**src/rtl/tpcd_pkg.sv**
```systemverilog
// Shared types and constants of the threshold peak click detector.
`timescale 1ns / 1ps

package tpcd_pkg;

	// Field widths
	localparam int PEAK_W   = 15;
	localparam int VEL_W    = 7;
	localparam int REG_W    = 15;
	localparam int DATA_W   = 32;
	localparam int ADDR_W   = 3;
	localparam int PROD_W   = PEAK_W + VEL_W;

	// Saturation limits
	localparam logic [PEAK_W-1:0] PEAK_MAX = 15'h7FFF;
	localparam logic [VEL_W-1:0]  VEL_MAX  = 7'h7F;

	// Register reset values
	localparam logic [REG_W-1:0] THRESHOLD_RST = 15'd8000;
	localparam logic [REG_W-1:0] MAX_FORCE_RST = 15'd32767;

	// Register indexes (paddr[2])
	localparam logic REG_THRESHOLD = 1'b0;
	localparam logic REG_MAX_FORCE = 1'b1;

	// Command queue between the front and the back
	localparam int QUEUE_DEPTH = 2;
	localparam int QPTR_W      = (QUEUE_DEPTH > 1) ? $clog2(QUEUE_DEPTH) : 1;
	localparam int QCNT_W      = $clog2(QUEUE_DEPTH + 1);

	// Divider step count (one quotient bit per step)
	localparam logic [2:0] DIV_STEPS = 3'd7;

	// One classified sample
	typedef struct packed {
		logic              done;
		logic [PEAK_W-1:0] peak;
		logic              in_click;
	} tpcd_cmd_t;

	// Back end sequencer states
	typedef enum logic [3:0] {
		ST_IDLE  = 4'b0001,
		ST_CHECK = 4'b0010,
		ST_DIV   = 4'b0100,
		ST_EMIT  = 4'b1000
	} tpcd_state_t;

endpackage

```
**src/rtl/tpcd_front.sv**
```systemverilog
// Front end: accepts samples, tracks click state and peak, queues one command per sample.
`timescale 1ns / 1ps

module tpcd_front import tpcd_pkg::*; #(
	parameter int SAMPLE_WIDTH = 16
) (
	input  logic                    clk,
	input  logic                    arst_n,
	input  logic                    in_valid,
	output logic                    in_stall,
	input  logic [SAMPLE_WIDTH-1:0] sample,
	input  logic [REG_W-1:0]        threshold,
	output logic                    q_push,
	output tpcd_cmd_t               q_wdata,
	input  logic                    q_full
);

	// Compare width: sample or 16 bits, plus a sign bit
	localparam int CW = ((SAMPLE_WIDTH > 16) ? SAMPLE_WIDTH : 16) + 1;
	localparam logic signed [CW-1:0] PEAK_MAX_X = CW'(PEAK_MAX);

	logic                    clicking_q;
	logic [PEAK_W-1:0]       peak_q;
	logic signed [CW-1:0]    sample_x;
	logic signed [CW-1:0]    threshold_x;
	logic                    ge_th;
	logic                    gt_th;
	logic [PEAK_W-1:0]       clamped;
	logic                    clicking_d;
	logic [PEAK_W-1:0]       peak_d;
	logic                    done_d;

	assign in_stall = q_full;
	assign q_push   = in_valid && !q_full;

	// Sign-extend sample, zero-extend threshold
	assign sample_x    = {{(CW-SAMPLE_WIDTH){sample[SAMPLE_WIDTH-1]}}, sample};
	assign threshold_x = {{(CW-REG_W){1'b0}}, threshold};
	assign ge_th       = sample_x >= threshold_x;
	assign gt_th       = sample_x > threshold_x;

	// Clamp sample into the 15-bit peak range
	always_comb begin
		priority if (sample_x[CW-1]) begin
			clamped = '0;
		end else if (sample_x > PEAK_MAX_X) begin
			clamped = PEAK_MAX;
		end else begin
			clamped = sample_x[PEAK_W-1:0];
		end
	end

	// Next click state
	always_comb begin
		clicking_d = clicking_q;
		peak_d     = peak_q;
		done_d     = 1'b0;
		if (clicking_q) begin
			if (ge_th) begin
				if (clamped > peak_q) begin
					peak_d = clamped;
				end
			end else begin
				done_d     = 1'b1;
				clicking_d = 1'b0;
				peak_d     = '0;
			end
		end else if (gt_th) begin
			clicking_d = 1'b1;
			peak_d     = clamped;
		end
	end

	// Command carries the peak that ended the click
	always_comb begin
		q_wdata.done     = done_d;
		q_wdata.peak     = peak_q;
		q_wdata.in_click = clicking_d;
	end

	always_ff @(posedge clk or negedge arst_n) begin
		if (!arst_n) begin
			clicking_q <= 1'b0;
			peak_q     <= '0;
		end else if (q_push) begin
			clicking_q <= clicking_d;
			peak_q     <= peak_d;
		end
	end

endmodule

```
**src/rtl/tpcd_queue.sv**
```systemverilog
// Short command queue between the front and back ends.
`timescale 1ns / 1ps

module tpcd_queue import tpcd_pkg::*; (
	input  logic      clk,
	input  logic      arst_n,
	input  logic      push,
	input  tpcd_cmd_t wdata,
	output logic      full,
	input  logic      pop,
	output tpcd_cmd_t rdata,
	output logic      empty
);

	tpcd_cmd_t         mem_q [QUEUE_DEPTH];
	logic [QPTR_W-1:0] wptr_q;
	logic [QPTR_W-1:0] rptr_q;
	logic [QCNT_W-1:0] count_q;

	assign full  = count_q == QCNT_W'(QUEUE_DEPTH);
	assign empty = count_q == '0;
	assign rdata = mem_q[rptr_q];

	// Storage
	always_ff @(posedge clk) begin
		if (push) begin
			mem_q[wptr_q] <= wdata;
		end
	end

	// Pointers and fill count
	always_ff @(posedge clk or negedge arst_n) begin
		if (!arst_n) begin
			wptr_q  <= '0;
			rptr_q  <= '0;
			count_q <= '0;
		end else begin
			if (push) begin
				wptr_q <= (wptr_q == QPTR_W'(QUEUE_DEPTH - 1)) ? '0 : wptr_q + 1'b1;
			end
			if (pop) begin
				rptr_q <= (rptr_q == QPTR_W'(QUEUE_DEPTH - 1)) ? '0 : rptr_q + 1'b1;
			end
			if (push && !pop) begin
				count_q <= count_q + 1'b1;
			end else if (pop && !push) begin
				count_q <= count_q - 1'b1;
			end
		end
	end

endmodule

```
**src/rtl/tpcd_back.sv**
```systemverilog
// Back end: computes click velocity by iterative division and holds the result register.
`timescale 1ns / 1ps

module tpcd_back import tpcd_pkg::*; (
	input  logic             clk,
	input  logic             arst_n,
	input  tpcd_cmd_t        q_rdata,
	input  logic             q_empty,
	output logic             q_pop,
	input  logic [REG_W-1:0] max_force,
	output logic             out_valid,
	input  logic             out_stall,
	output logic             click_done,
	output logic [VEL_W-1:0] velocity,
	output logic             in_click
);

	tpcd_state_t        state_q;
	logic [PROD_W-1:0]  rem_q;
	logic [PROD_W-1:0]  div_q;
	logic [VEL_W-1:0]   quo_q;
	logic [2:0]         step_q;
	logic               in_click_q;
	logic [VEL_W-1:0]   last_vel_q;
	logic               out_valid_q;
	logic               out_done_q;
	logic [VEL_W-1:0]   out_vel_q;
	logic               out_click_q;
	logic               out_free;
	logic               out_load;
	logic               ge;
	logic [PROD_W-1:0]  full_scale;

	assign out_free   = !out_valid_q || !out_stall;
	assign ge         = rem_q >= div_q;
	assign full_scale = {max_force, {VEL_W{1'b0}}};

	// A plain sample passes straight to the output; a click end starts a range check and division
	assign q_pop = (state_q == ST_IDLE) && !q_empty && (q_rdata.done || out_free);

	// Output register loads on a plain sample or at the end of a division
	assign out_load = (q_pop && !q_rdata.done) || (state_q == ST_EMIT && out_free);

	always_ff @(posedge clk or negedge arst_n) begin
		if (!arst_n) begin
			state_q     <= ST_IDLE;
			last_vel_q  <= '0;
			out_valid_q <= 1'b0;
		end else begin
			out_valid_q <= out_load || (out_valid_q && out_stall);
			unique case (state_q)
				ST_IDLE: begin
					if (q_pop && q_rdata.done) begin
						state_q <= ST_CHECK;
					end
				end
				ST_CHECK: begin
					state_q <= (rem_q >= full_scale) ? ST_EMIT : ST_DIV;
				end
				ST_DIV: begin
					if (step_q == 3'd1) begin
						state_q <= ST_EMIT;
					end
				end
				ST_EMIT: begin
					if (out_free) begin
						last_vel_q  <= quo_q;
						state_q     <= ST_IDLE;
					end
				end
				default: state_q <= ST_IDLE;
			endcase
		end
	end

	// Divider datapath: peak*127 divided by max_force, one quotient bit per cycle
	always_ff @(posedge clk) begin
		unique case (state_q)
			ST_IDLE: begin
				rem_q      <= {q_rdata.peak, {VEL_W{1'b0}}} - PROD_W'(q_rdata.peak);
				in_click_q <= q_rdata.in_click;
			end
			ST_CHECK: begin
				div_q  <= {1'b0, max_force, {(VEL_W-1){1'b0}}};
				quo_q  <= (rem_q >= full_scale) ? VEL_MAX : '0;
				step_q <= DIV_STEPS;
			end
			ST_DIV: begin
				if (ge) begin
					rem_q <= rem_q - div_q;
				end
				quo_q  <= {quo_q[VEL_W-2:0], ge};
				div_q  <= div_q >> 1;
				step_q <= step_q - 1'b1;
			end
			ST_EMIT: begin
				rem_q <= rem_q;
			end
			default: begin
				rem_q <= rem_q;
			end
		endcase
	end

	// Output register payload
	always_ff @(posedge clk) begin
		if (q_pop && !q_rdata.done) begin
			out_done_q  <= 1'b0;
			out_vel_q   <= last_vel_q;
			out_click_q <= q_rdata.in_click;
		end else if (state_q == ST_EMIT && out_free) begin
			out_done_q  <= 1'b1;
			out_vel_q   <= quo_q;
			out_click_q <= in_click_q;
		end
	end

	assign out_valid  = out_valid_q;
	assign click_done = out_done_q;
	assign velocity   = out_vel_q;
	assign in_click   = out_click_q;

endmodule

```
**src/rtl/threshold_peak_click_detector.sv**
```systemverilog
// Top level of the threshold peak click detector: registers, front, queue, back.
`timescale 1ns / 1ps

// Watches a signed gyro axis sample stream for clicks: a sample above the
// threshold starts one, samples at or above it raise the peak, and the first
// sample below it ends the click with a done pulse and a velocity of
// floor(peak*127/max_force), saturated at 127. Every sample gives one result.
// A sample that does not end a click passes through the queue to the output
// register; one that ends a click goes through load, range check, seven
// restoring-division steps and output in the one-bit-per-cycle divider,
// and skips the division steps when the quotient saturates.
// A two-entry command queue lets the front keep taking samples meanwhile.
// Write threshold (0x0) and max_force (0x4) only while the block is idle.
module threshold_peak_click_detector import tpcd_pkg::*; #(
	parameter int SAMPLE_WIDTH = 16
) (
	input  logic                    clk,
	input  logic                    arst_n,
	input  logic                    psel,
	input  logic                    penable,
	input  logic                    pwrite,
	input  logic [ADDR_W-1:0]       paddr,
	input  logic [DATA_W-1:0]       pwdata,
	output logic [DATA_W-1:0]       prdata,
	output logic                    pready,
	input  logic                    in_valid,
	output logic                    in_stall,
	input  logic [SAMPLE_WIDTH-1:0] sample,
	output logic                    out_valid,
	input  logic                    out_stall,
	output logic                    click_done,
	output logic [VEL_W-1:0]        velocity,
	output logic                    in_click
);

	logic [REG_W-1:0] threshold_q;
	logic [REG_W-1:0] max_force_q;
	logic             cfg_wr;
	logic             q_push;
	logic             q_pop;
	logic             q_full;
	logic             q_empty;
	tpcd_cmd_t        q_wdata;
	tpcd_cmd_t        q_rdata;

	// Register port
	assign pready = 1'b1;
	assign cfg_wr = psel && penable && pwrite;

	always_ff @(posedge clk or negedge arst_n) begin
		if (!arst_n) begin
			threshold_q <= THRESHOLD_RST;
			max_force_q <= MAX_FORCE_RST;
		end else if (cfg_wr) begin
			unique case (paddr[2])
				REG_THRESHOLD: threshold_q <= pwdata[REG_W-1:0];
				REG_MAX_FORCE: max_force_q <= pwdata[REG_W-1:0];
				default:       threshold_q <= threshold_q;
			endcase
		end
	end

	always_comb begin
		unique case (paddr[2])
			REG_THRESHOLD: prdata = DATA_W'(threshold_q);
			REG_MAX_FORCE: prdata = DATA_W'(max_force_q);
			default:       prdata = '0;
		endcase
	end

	tpcd_front #(
		.SAMPLE_WIDTH(SAMPLE_WIDTH)
	) u_front (
		.clk      (clk),
		.arst_n   (arst_n),
		.in_valid (in_valid),
		.in_stall (in_stall),
		.sample   (sample),
		.threshold(threshold_q),
		.q_push   (q_push),
		.q_wdata  (q_wdata),
		.q_full   (q_full)
	);

	tpcd_queue u_queue (
		.clk   (clk),
		.arst_n(arst_n),
		.push  (q_push),
		.wdata (q_wdata),
		.full  (q_full),
		.pop   (q_pop),
		.rdata (q_rdata),
		.empty (q_empty)
	);

	tpcd_back u_back (
		.clk       (clk),
		.arst_n    (arst_n),
		.q_rdata   (q_rdata),
		.q_empty   (q_empty),
		.q_pop     (q_pop),
		.max_force (max_force_q),
		.out_valid (out_valid),
		.out_stall (out_stall),
		.click_done(click_done),
		.velocity  (velocity),
		.in_click  (in_click)
	);

	// A click end always leaves the tracker idle
	a_done_not_clicking: assert property (@(posedge clk) disable iff (!arst_n)
		out_valid && click_done |-> !in_click)
		else $error("click end reported while still in a click");

	// Front never pushes into a full queue
	a_no_overflow: assert property (@(posedge clk) disable iff (!arst_n)
		q_push |-> !q_full)
		else $error("command queue overflow");

	// Back never pops an empty queue
	a_no_underflow: assert property (@(posedge clk) disable iff (!arst_n)
		q_pop |-> !q_empty)
		else $error("command queue underflow");

endmodule
```
**config.mk**
```make
export PLATFORM = sky130hd
export DESIGN_NAME = threshold_peak_click_detector
export DESIGN_NICKNAME = d
export VERILOG_FILES = /design/src/rtl/tpcd_pkg.sv /design/src/rtl/tpcd_front.sv /design/src/rtl/tpcd_queue.sv /design/src/rtl/tpcd_back.sv /design/src/rtl/threshold_peak_click_detector.sv
export SDC_FILE = /design/constraint.sdc
export NUM_CORES = 1
export LEC_CHECK = 0
export BUFFER_PORTS_ARGS = -buffer_cell sky130_fd_sc_hd__buf_2
export CAP_MARGIN = 20
export CORE_MARGIN = 2
export CORE_UTILIZATION = 54
export DETAILED_ROUTE_END_ITERATION = 8
export PLACE_DENSITY = 0.82
export SYNTH_ARGS = -nofsm -noshare
export SYNTH_HDL_FRONTEND = slang
export SYNTH_SLANG_ARGS = --single-unit
```
**constraint.sdc**
```tcl
create_clock -name clk -period 4 [get_ports clk]
set_clock_uncertainty 0.1 [all_clocks]
set_input_delay 0.6 -clock clk [delete_from_list [all_inputs] [get_ports clk]]
set_output_delay 0.6 -clock clk [all_outputs]
set_load 0.05 [all_outputs]
```
Word-level counts from Yosys, hierarchy flattened:

Memories as Yosys holds them, arrays and structs flattened.
Index checks and enable logic that the tools add are counted.

* memory bits (writable): 34
* bits of input ports: 58
* register bits: 126
* output and inout port bits: 44
* memories: 1

Memory list
* u_queue.mem_q: words 2, width 17, read ports 1, clocked after Yosys merged registers in 0, write ports 1, line tpcd_queue.sv:15 `tpcd_cmd_t mem_q [QUEUE_DEPTH];`

* eq/ne operators: 11
* add/subtract/negate cells: 7
* multiplexer cells: 33
* magnitude comparators: 6
* reduce and logical (&&, ||, !) cells: 34
* bitwise operators: 1

Operator list (count)
* $mux 15: 6
* $pmux 22 s2: 2
* $pmux 32 s2: 1
* $ge 22x22->1: 2
* $mux 22: 1
* $sub 22x15->22: 1
* $sub 22x22->22: 1
* $mux 7: 3
* $ge 16x16->1: 1
* $gt 16x16->1: 1
* $gt 16x16->1 const B: 1
* $mux 4: 4
* $pmux 4 s4: 1
* $gt 15x15->1: 1
* $pmux 7 s2: 1
* $logic_and 1x1->1: 11
* $mux 1: 11
* $reduce_bool 2->1: 5
* $reduce_and 2->1: 4
* $logic_not 1->1: 7
* $ne 2x1->1 const B: 3
* $pmux 3 s2: 1
* $reduce_and 3->1: 2
* $eq 4x1->1 const B: 1
* 15 further kinds: 20

Logic depth before layout (Yosys ltp):

* depth after elaboration: 7
* mapped depth: 14
* depth with buffers taken out: 11

Hierarchy:

Synthesis repeated with hierarchy kept, for this count alone.

* cells, all modules: 946
* area total of the unflattened synthesis: 10143.5 um2

By module, submodules not included
* tpcd_back: area an instance 5300.1 um2, cells an instance 547, seq. area each 2183.3 um2, times used 1
* tpcd_front: area an instance 1831.8 um2, cells an instance 229, seq. area each 400.4 um2, times used 1
* threshold_peak_click_detector: area an instance 1547.7 um2, cells an instance 101, seq. area each 777.0 um2, times used 1
* tpcd_queue: area an instance 1463.9 um2, cells an instance 69, seq. area each 1121.1 um2, times used 1

Worst setup path before layout:

Ideal clock, no wire load.

* kind: register to register
* start: reg u_back.div_q[0]
* end: reg u_back.rem_q[0] (enable)
* cell stages (with the launch flop): 11
* data arrival time: 3.599 ns
* required time: 3.468 ns
* clock period less this slack: 4.131 ns
* path slack: -0.131 ns
* buffers on the path: 0
* cell sequence: edfxtp_1 ha_1 fa_1 nor2b_1 o21ai_0 nor2b_1 o2111ai_1 a31oi_1 a21oi_1 a21oi_1 o21ai_0

* cells in the longest elaborated chain, start to end: 3

Ends and longest elaborated chain
* from (decl): line tpcd_back.sv:20 `logic [PROD_W-1:0] div_q;`
* from (signal assigned): line tpcd_back.sv:84 `div_q <= {1'b0, max_force, {(VEL_W-1){1'b0}}};`
* from (signal assigned): line tpcd_back.sv:93 `div_q <= div_q >> 1;`
* $ge 22x22->1: line tpcd_back.sv:35 `assign ge = rem_q >= div_q;`
* $ne 2x1->1 (no source line)
* $reduce_and 2->1 (no source line)
* to (signal assigned): line tpcd_back.sv:80 `rem_q <= {q_rdata.peak, {VEL_W{1'b0}}} - PROD_W'(q_rdata.peak);`
* to (signal assigned): line tpcd_back.sv:90 `rem_q <= rem_q - div_q;`
* to (signal assigned): line tpcd_back.sv:97 `rem_q <= rem_q;`
* to (decl): line tpcd_back.sv:19 `logic [PROD_W-1:0] rem_q;`

No other way between the ends.
A chain may end at the register's enable or synchronous reset.

Final worst setup path:

* start: reg u_queue.rptr_q
* end: reg u_back.rem_q[20], data pin

* cells in the longest elaborated chain, start to end: 3

Ends and longest elaborated chain
* from (decl): line tpcd_queue.sv:17 `logic [QPTR_W-1:0] rptr_q;`
* from (signal assigned): line tpcd_queue.sv:42 `rptr_q <= (rptr_q == QPTR_W'(QUEUE_DEPTH - 1)) ? '0 : rptr_q + 1'b1;`
* $mem_v2 2x17
* $sub 22x15->22: line tpcd_back.sv:80
* $pmux 22 s2: line tpcd_back.sv:78 `unique case (state_q)`

No other way between the ends.

==> impl_metrics.ini <==
[status]
status = completed

[detailed_routing]
wl_per_cell_um = 16.6
dr.pass1.iters = 5
ant_nets = 0
vias = 6636
drt_iter0_drc = 462
drc_errors = 0
vias_per_cell = 5.57
wirelength_mm = 19.8

[clocking]
cts_resized = 0
htreeDepth = 4
cts.sinks = 159
clockBufferDepth = 2
post_cts_buffers = 0
hold_buffers = 0
numCtsBuffers = 17
root_buffer = clkbuf_16
clkTransAtPathRegs_ps = 70
cts_tree = yes
clock_latency_ps = 430

[power_and_ir_drop]
power_frac_comb_pct = 47.3
p_leak_nw = 4.66
peakVddDrop_mv = 0.391
swShare_pct = 40.6
cellPowerDensity_nw_per_um2 = 802
p_switching_mw = 3.43
power_frac_seq_pct = 33.8
p_int_mw = 5.01
clockPowerShare_pct = 18.9
power.total_mw = 8.44

[synth]
yosysSeqAreaShare_pct = 47.4
synth_top_family_by_area = compound AO/OA/AOI/OAI gates
ys_ff_latch = 159
synthAdderAreaFrac_pct = 10.5
synth.distinct_cells = 65
synth_ff_type = edfxtp_1
muxShareOfSynthArea_pct = 7.48
synthSimpleGateAreaFrac_pct = 11.9
netlist_instances = 888
ys_warn_count = 0
synthArstFlopShare_pct = 39.0
avgSynthCellArea_sq_um = 10.6
syn_area_sq_um = 9450
synth_edf_count = 96
synth_compound_area_share_pct = 12.8
synth-xor-area-share_pct = 3.89

[grt]
antenna_found_initial = 0
grt_max_degree = 52
grtUsageTotal_pct = 22.3
first_global_vias = 6463
overflow = 0
grt_first_pass_wirelength_mm = 32.0

[placed_design]
io_buffers = 64
place.gp.congestion = 0.908
place_hpwl_mm = 14.6
dp_slack_ps = 471
place_area_sq_um = 9940
dp.cells = 1159

[sta]
setup_violations = 0
slew_viol_final = 0
final_hold_viol_count = 0
min_period_over_period_pct = 89.3
whs_ps = 172
rsz0062_at_grt = no
finalSetupTns_ps = 0
timing.fmax_mhz = 280
relSlewSlack_pct = 41.4
layout_min_cycle_time_ps = 3570
timing.final.ws_setup_ps = 430
max_slew.worst_pin.slew_ps = 877

[critical_path]
reg2reg_slack_ps = 430
worstReg2RegEnd = u_back.rem_q[20]$_DFFE_PP_
cp_slowest_cell = dfrtp_1
critPathMaxFanout = 11
worstPathRequired_ps = 4060
cp_cell_sequence = mux2i_1 -> ha_1 -> a21o_1 -> a2111oi_0 -> o31a_1 -> o31a_1 -> nand4_1 -> xor2_1 -> nor2_1 -> a21oi_1
worstRegToRegCells = 10
cp_common_cell = o31a_1
worst_setup_path_start_kind = register
slowest_delay_ps = 670
crit_type = reg2reg
arrival_ps = 3630
cp-end-kind = register
r2r_start = u_queue.rptr_q$_DFFE_PN0P_

[floorplan]
die_width_um = 136
dieArea_sq_um = 18600
core_area_sq_um = 17200
die_h_um = 136
rows = 48
boundaryPins = 102
initial_core_util_pct = 55.0

[layout]
multi_input_area_sq_um = 4480
area_growth_pct = 11.3
final_cell_mix = edfxtp_1, inv_1, ha_1
regArea_sq_um = 4480
fin_area_sq_um = 10500
final_cells = 1191
final_nets = 1090
final_common_cell = edfxtp_1
utilization_pct = 61.2
layout-drive-gt1-share_pct = 19.7
fillers = 1389
diodes = 0

[hold_path]
hold_class = in2async

[job]
max_cap_violations = 0
[power by group through the flow]
stage               combinational [mW]  clock, mW  sequential (mW)
finish                            3.99       1.59             2.85
global route                      4.45       1.67             2.91
CTS                               3.98       1.61             2.85
detailed placement                3.93          0             2.88
global placement                  3.84          0             2.85
floorplan                         3.00          0             2.90
[synth_stat cells (3+ instances only)]
master / instances / share of area [%]
or2_2: 3 / 0.20
buf_4: 18 / 1.4
clkbuf_1: 19 / 0.75
o21ai_0: 55 / 2.9
nand3b_1: 3 / 0.24
edfxtp_1: 96 / 31
o211ai_1: 4 / 0.32
a2111oi_0: 3 / 0.28
mux2_2: 50 / 6.0
xor2_1: 18 / 1.7
or3_1: 4 / 0.26
nor2_1: 53 / 2.1
nand2_1: 73 / 2.9
o21bai_1: 3 / 0.24
a21oi_1: 44 / 2.3
dfstp_2: 22 / 6.1
nand2b_1: 9 / 0.60
inv_1: 83 / 3.3
nor3_1: 10 / 0.53
nor2b_1: 27 / 1.8
ha_1: 78 / 10
a31oi_1: 5 / 0.33
a22o_1: 14 / 1.3
xnor2_1: 24 / 2.2
mux2i_1: 13 / 1.4
and3_1: 5 / 0.33
o31ai_1: 3 / 0.24
o31a_1: 6 / 0.56
a21o_1: 24 / 1.9
buf_2: 3 / 0.16
nor4_1: 3 / 0.20
dfrtp_1: 40 / 11
nand3_1: 14 / 0.74
nand4_1: 11 / 0.73
and2_1: 3 / 0.20
o21a_1: 6 / 0.48
[worst max path at each step]
stage / depth (start not counted) / endpoint / slack (ps) / from
CTS: 10 / u_back.rem_q[20]$_DFFE_PP_ / 420 / u_queue.rptr_q$_DFFE_PN0P_
global route: 10 / u_back.rem_q[20]$_DFFE_PP_ / 100 / u_queue.rptr_q$_DFFE_PN0P_
finish: 10 / u_back.rem_q[20]$_DFFE_PP_ / 430 / u_queue.rptr_q$_DFFE_PN0P_
detailed placement: 10 / u_back.rem_q[20]$_DFFE_PP_ / 470 / u_queue.rptr_q$_DFFE_PN0P_
floorplan: 13 / u_back.rem_q[19]$_DFFE_PP_ / 430 / u_queue.rptr_q$_DFFE_PN0P_
global placement: 10 / u_back.rem_q[16]$_DFFE_PP_ / 520 / u_queue.rptr_q$_DFFE_PN0P_
[kinds of logic (layout without fill, tap and decap cells)]
logic type,after synthesis,count (layout)
AOI/OAI and AO/OA,187,187
and+or+nand+nor,229,229
adders and majority gates,79,79
buffers and inverters,126,188
xor gates and xnor gates,42,42
muxes,64,64
other,2,18
DFF,159,159
[final cells by class]
| cell class | instances | share of cell area, % |
|---|---|---|
| sequential | 159 | 42.6 |
| multi-input combinational | 619 | 42.6 |
| clock buffer | 21 | 4.59 |
| timing repair buffer | 73 | 3.69 |
| inverter | 83 | 2.96 |
| tap | 225 | 2.68 |
| clock inverter | 11 | 0.857 |
[layer usage]
| metal | wire length (um) | GRT usage [%] | share of wire, % |
|---|---|---|---|
| met5 | 0 | 0 | 0 |
| met2 | 9830 | 37.2 | 50 |
| met1 | 8850 | 29.0 | 45 |
| met3 | 631 | 4.06 | 3.2 |
| met4 | 475 | 8.33 | 2.4 |
[sequential cells by signal, indices dropped and copies added, names as in the netlist, 2 cells and up]
register,flops
u_back.last_vel_q,7
max_force_q,15
u_back.step_q,3
u_queue.count_q,2
threshold_q,15
u_queue.mem_q,34
u_back.state_q,4
u_back.div_q,21
u_back.rem_q,22
u_front.peak_q,15
u_back.velocity,7
u_back.quo_q,7
[critical path, delay by kind of cell (launching register included)]
family                   cells  cell delay, ps
AO/OA/AOI/OAI                5            1290
XOR/XNOR                     1             170
adder cells (fa/ha/maj)      1             360
flip-flops                   1             670
multiplexers                 1             490
AND/OR/NAND/NOR              2             220
No activity file was read; power rests on OpenSTA's default activity.
